File: config.mk
export PLATFORM = sky130hd
export DESIGN_NAME = mhpq_ctrl
export DESIGN_NICKNAME = d
export VERILOG_FILES = /design/src/rtl/mhpq_pkg.sv /design/src/rtl/mhpq_ctrl.sv
export SDC_FILE = /design/constraint.sdc
export NUM_CORES = 1
export LEC_CHECK = 0
export ABC_AREA = 1
export BUFFER_PORTS_ARGS = -buffer_cell sky130_fd_sc_hd__buf_4
export CORE_AREA = 2 2 39 41
export DETAILED_ROUTE_END_ITERATION = 10
export DIE_AREA = 0 0 41 43
export PLACE_DENSITY = 0.74
export SYNTH_ARGS = -nofsm -noshare
export SYNTH_HDL_FRONTEND = slang
export SYNTH_SLANG_ARGS = --single-unit
File: constraint.sdc
create_clock -name clk -period 1.6 [get_ports clk]
set_input_delay 0.48 -clock clk [delete_from_list [all_inputs] [get_ports clk]]
set_output_delay 0.48 -clock clk [all_outputs]
set_load 0.01 [all_outputs]
File: src/rtl/mhpq_pkg.sv
// shared types and constants for the min-heap priority queue
package mhpq_pkg;

  localparam int CAPACITY_DEF = 256;
  localparam int KEY_W        = 32;
  localparam int TAG_W        = 9;
  localparam int FILL_W       = 9;

  typedef enum logic {
    FN_INSERT = 1'b0,
    FN_REMOVE = 1'b1
  } func_t;

  typedef enum logic [1:0] {
    ST_OK    = 2'd0,
    ST_FULL  = 2'd1,
    ST_EMPTY = 2'd2
  } status_t;

  typedef struct packed {
    logic [KEY_W-1:0] key;
    logic [TAG_W-1:0] tag;
  } entry_t;

  // controller to datapath
  typedef struct packed {
    logic    ins_start;
    logic    rm_start;
    logic    up_read;
    logic    up_step;
    logic    rm_read;
    logic    rm_take;
    logic    dn_read;
    logic    dn_step;
    logic    place;
    logic    emit;
    status_t code;
  } mhpq_cmd_t;

  // datapath to controller
  typedef struct packed {
    logic full;
    logic empty;
    logic at_root;
    logic up_move;
    logic dn_move;
  } mhpq_stat_t;

endpackage

File: src/rtl/mhpq_ctrl.sv
// sequencing state machine for insert / sift-up and remove / sift-down
module mhpq_ctrl
  import mhpq_pkg::*;
(
  input  logic       clk,
  input  logic       rst,
  input  logic       start,
  input  logic       func,
  input  mhpq_stat_t st,
  output logic       busy,
  output mhpq_cmd_t  cmd
);

  typedef enum logic [6:0] {
    S_IDLE    = 7'b0000001,
    S_UP_RD   = 7'b0000010,
    S_UP_CMP  = 7'b0000100,
    S_RM_RD   = 7'b0001000,
    S_RM_TAKE = 7'b0010000,
    S_DN_RD   = 7'b0100000,
    S_DN_CMP  = 7'b1000000
  } state_t;

  state_t state, state_next;

  always_ff @(posedge clk) begin
    if (rst) begin
      state <= S_IDLE;
    end else begin
      state <= state_next;
    end
  end

  assign busy = (state != S_IDLE);

  always_comb begin
    state_next = state;
    cmd        = '0;
    cmd.code   = ST_OK;
    unique case (state)
      S_IDLE: begin
        if (start) begin
          if (func_t'(func) == FN_INSERT) begin
            if (st.full) begin
              cmd.emit = 1'b1;
              cmd.code = ST_FULL;
            end else begin
              cmd.ins_start = 1'b1;
              state_next    = S_UP_RD;
            end
          end else begin
            if (st.empty) begin
              cmd.emit = 1'b1;
              cmd.code = ST_EMPTY;
            end else begin
              cmd.rm_start = 1'b1;
              state_next   = S_RM_RD;
            end
          end
        end
      end
      S_UP_RD: begin
        if (st.at_root) begin
          cmd.place  = 1'b1;
          cmd.emit   = 1'b1;
          state_next = S_IDLE;
        end else begin
          cmd.up_read = 1'b1;
          state_next  = S_UP_CMP;
        end
      end
      S_UP_CMP: begin
        if (st.up_move) begin
          cmd.up_step = 1'b1;
          state_next  = S_UP_RD;
        end else begin
          cmd.place  = 1'b1;
          cmd.emit   = 1'b1;
          state_next = S_IDLE;
        end
      end
      S_RM_RD: begin
        cmd.rm_read = 1'b1;
        state_next  = S_RM_TAKE;
      end
      S_RM_TAKE: begin
        cmd.rm_take = 1'b1;
        state_next  = S_DN_RD;
      end
      S_DN_RD: begin
        cmd.dn_read = 1'b1;
        state_next  = S_DN_CMP;
      end
      S_DN_CMP: begin
        if (st.dn_move) begin
          cmd.dn_step = 1'b1;
          state_next  = S_DN_RD;
        end else begin
          cmd.place  = 1'b1;
          cmd.emit   = 1'b1;
          state_next = S_IDLE;
        end
      end
      default: begin
        state_next = S_IDLE;
      end
    endcase
  end

endmodule

==> reports/qor.yml <==
outcome:
  status: "complete, but fails checks"
  violations: "negative setup slack"
layout:
  diodes: 0
  drive_above_1_share_pct: 61.7
  nets: 138
  regMostFlops: "state"
  mostFrequentLayoutCells: "30 x buf_4, 16 x nand2_1, 11 x nor2_1, 11 x inv_1, 8 x inv_2"
  fin_area_sq_um: 926
  fillers: 124
  mostFrequentLayoutCell: "buf_4"
  top_regs: "state x7"
  area_growth_pct: 80.5
  largest_reg_flops: 7
worst_setup_path:
  path_class: "reg2out"
  path_delay_family: "simple AND/OR/NAND/NOR gates"
  cp_max_fo: 7
  worst-path-buf-inv: 2
  worstPathArrival_ns: 1.38
  slowest_stage: "dfxtp_2"
  reg2reg_slack_ns: 0.27
  path_cells: "nor2_4 > nand3_2 > nor2_4 > inv_2 > o21ai_2 > buf_4"
  endpoint_kind: "output pin"
  critical_path_required_ns: 1.12
  startpoint_type: "flip-flop"
  crit_top_cell: "nor2_4"
  slowest_delay_ns: 0.34
sta:
  setup_violations: 13
  fmaxAchievable_ghz: 0.537
  fin_ws_ns: -0.263
  holdWs_ns: 0.421
  rsz0062_at_grt: "yes"
  period_minus_slack_ns: 1.86
  tightest_slew_ns: 0.218
  fin_setup_tns_ns: -2.08
  relSlewSlack_pct: 85.5
  slew_violations: 0
  finalClockSkew_ns: 0.00520
  fin_crit_sh_pct: 116
  finalHoldViolations: 0
clocking:
  cts-root-buf: "clkbuf_4"
  hold_buffers: 0
  cts-htree-levels: 1
  cts_buffers: 3
  worstSkewPairLatency_ns: 0.25
  cts_tree: "yes"
  cts_max_path_buffers: 2
  cts_sinks: 7
  cts.clk_slew.worst_paths_ns: 0.05
power:
  p_int_mw: 0.378
  leakage_nw: 0.519
  power_frac_clock_pct: 28.8
  power_frac_seq_pct: 34.2
  max-vdd-ir-drop_uv: 370
  swShare_pct: 32.5
  finalPower_mw: 0.560
  combPwrFrac_pct: 37.0
  powerDensity_mw_per_mm2: 604
  netSwitchingPower_mw: 0.182
place:
  hpwl_microns: 992
  gp_congestion: 0.831
  placed_area_sq_um: 713
  portBuffers: 21
detailed_routing:
  num_vias: 671
  drt-met1-wl_microns: 578
  wl_mm: 1.56
  drcViolationCount: 0
  avgRoutedWirePerCell_microns: 10.8
  highest_layer: "met4"
  drt_iter0_drc: 4
  drtAntennaViolNets: 0
  dr.pass1.iters: 3
  dr_wl_met2_microns: 865
  wl_met3_microns: 64
  routed_via_density: 4.66
floorplanning:
  die_height_microns: 43
  num_io_pins: 22
  core_sq_mm: 0.00138
  start_util_pct: 37.1
  num_rows: 14
  dieArea_sq_mm: 0.00176
  die_w_microns: 41
global_routing:
  antenna_found_initial: 0
  grt_pass1_vias: 582
  grt_pass1_wl_mm: 2.17
  grt_max_degree: 8
  grt_overflow_total: 0
  grt_usage_pct: 18.1
yosys:
  ys_types: 16
  syn_avg_cell_area_sq_um: 5.76
  synth-seq-cells: 7
  synth_nets: 98
  syn_area_sq_um: 513
  synthCells: 89
  seq_area_frac_synth_pct: 27.3
  yosysWarnings: 0
worst_hold_path:
  hold_path.class: "in2reg"
flow_run:
  drv_cap: 0
final cells by class:
cell class                 instances  area (sq um)  share of cell area (%)
timing repair buffer              35           282                    30.4
multi-input combinational         63           375                    40.5
sequential                         7           151                    16.4
inverter                          19          71.3                    7.70
clock buffer                       4          26.3                    2.84
tap                               16          20.0                    2.16
Yosys cell counts:
cell / instances / share of area (%)
nand2_1: 22 / 16
nor2_1: 15 / 11
inv_1: 13 / 9.5
nand3_1: 8 / 7.8
dfxtp_1: 7 / 27
inv_2: 6 / 4.4
nor2_2: 5 / 6.1
a21oi_1: 3 / 2.9
nand2_2: 2 / 2.4
nor3_1: 2 / 2.0
and2_1: 1 / 1.2
nand3_2: 1 / 2.0
nor2_4: 1 / 2.2
nor4_2: 1 / 2.4
o21ai_1: 1 / 0.97
o21ai_2: 1 / 1.7
stage by stage:
stage	util [%]	worst slack, ns	instances
6_report	66.9	-0.263	144
5_1_grt	66.9	-0.357	144
4_1_cts	60.1	-0.238	138
3_5_place_dp	51.5	-0.0148	129
3_3_place_gp	51.5	-0.00864	129
2_1_floorplan	-	0.149	89
worst reg2reg max path, delay by kind of cell, from the launching register on:
family        cells  cell delay [ns]
buf+inv           3             0.40
flops             1             0.35
simple gates      6             0.47
what timing repair did:
| action | in CTS | in global routing |
|---|---|---|
| pin swaps | 5 | 6 |
| endpoints found under the hold margin | 0 | 0 |
| resized for setup | 20 | 15 |
| buffers inserted | 5 | 6 |
| setup endpoints to repair | 13 | 13 |
per-layer routing:
metal | GRT usage, % | up-vias
li1 | - | 346
met1 | 21.8 | 301
met2 | 28.4 | 19
met3 | 0.524 | 5
met4 | 14.0 | 0
met5 | 0 | -
logic make-up (layout without fill, tap and decap cells):
kind of cell / count (synthesis) / count (layout) / share of synthesized area (%)
AND/OR/NAND/NOR: 58 / 58 / 53.2
buffers and inverters: 19 / 58 / 13.9
flip-flops: 7 / 7 / 27.3
AO/OA/AOI/OAI: 5 / 5 / 5.61
power groups by stage:
| stage | combinational (mW) | clock (mW) | sequential, mW |
|---|---|---|---|
| floorplan | 0.0984 | 0 | 0.192 |
| global placement | 0.158 | 0 | 0.193 |
| detailed placement | 0.161 | 0 | 0.193 |
| CTS | 0.178 | 0.161 | 0.189 |
| global route | 0.231 | 0.173 | 0.192 |
| finish | 0.207 | 0.161 | 0.191 |
path summary, 6_finish.rpt:
check / depth (start not counted) / start / to
max: 6 / state[2]$_SDFFE_PP0P_ / cmd[2]
min: 2 / st[2] / state[2]$_SDFFE_PP0P_
max reg2reg: 9 / state[5]$_SDFFE_PP0P_ / state[0]$_SDFFE_PP1P_
min reg2reg: 4 / state[3]$_SDFFE_PP0P_ / state[4]$_SDFFE_PP0P_
Power figures use the tool's default switching activity.
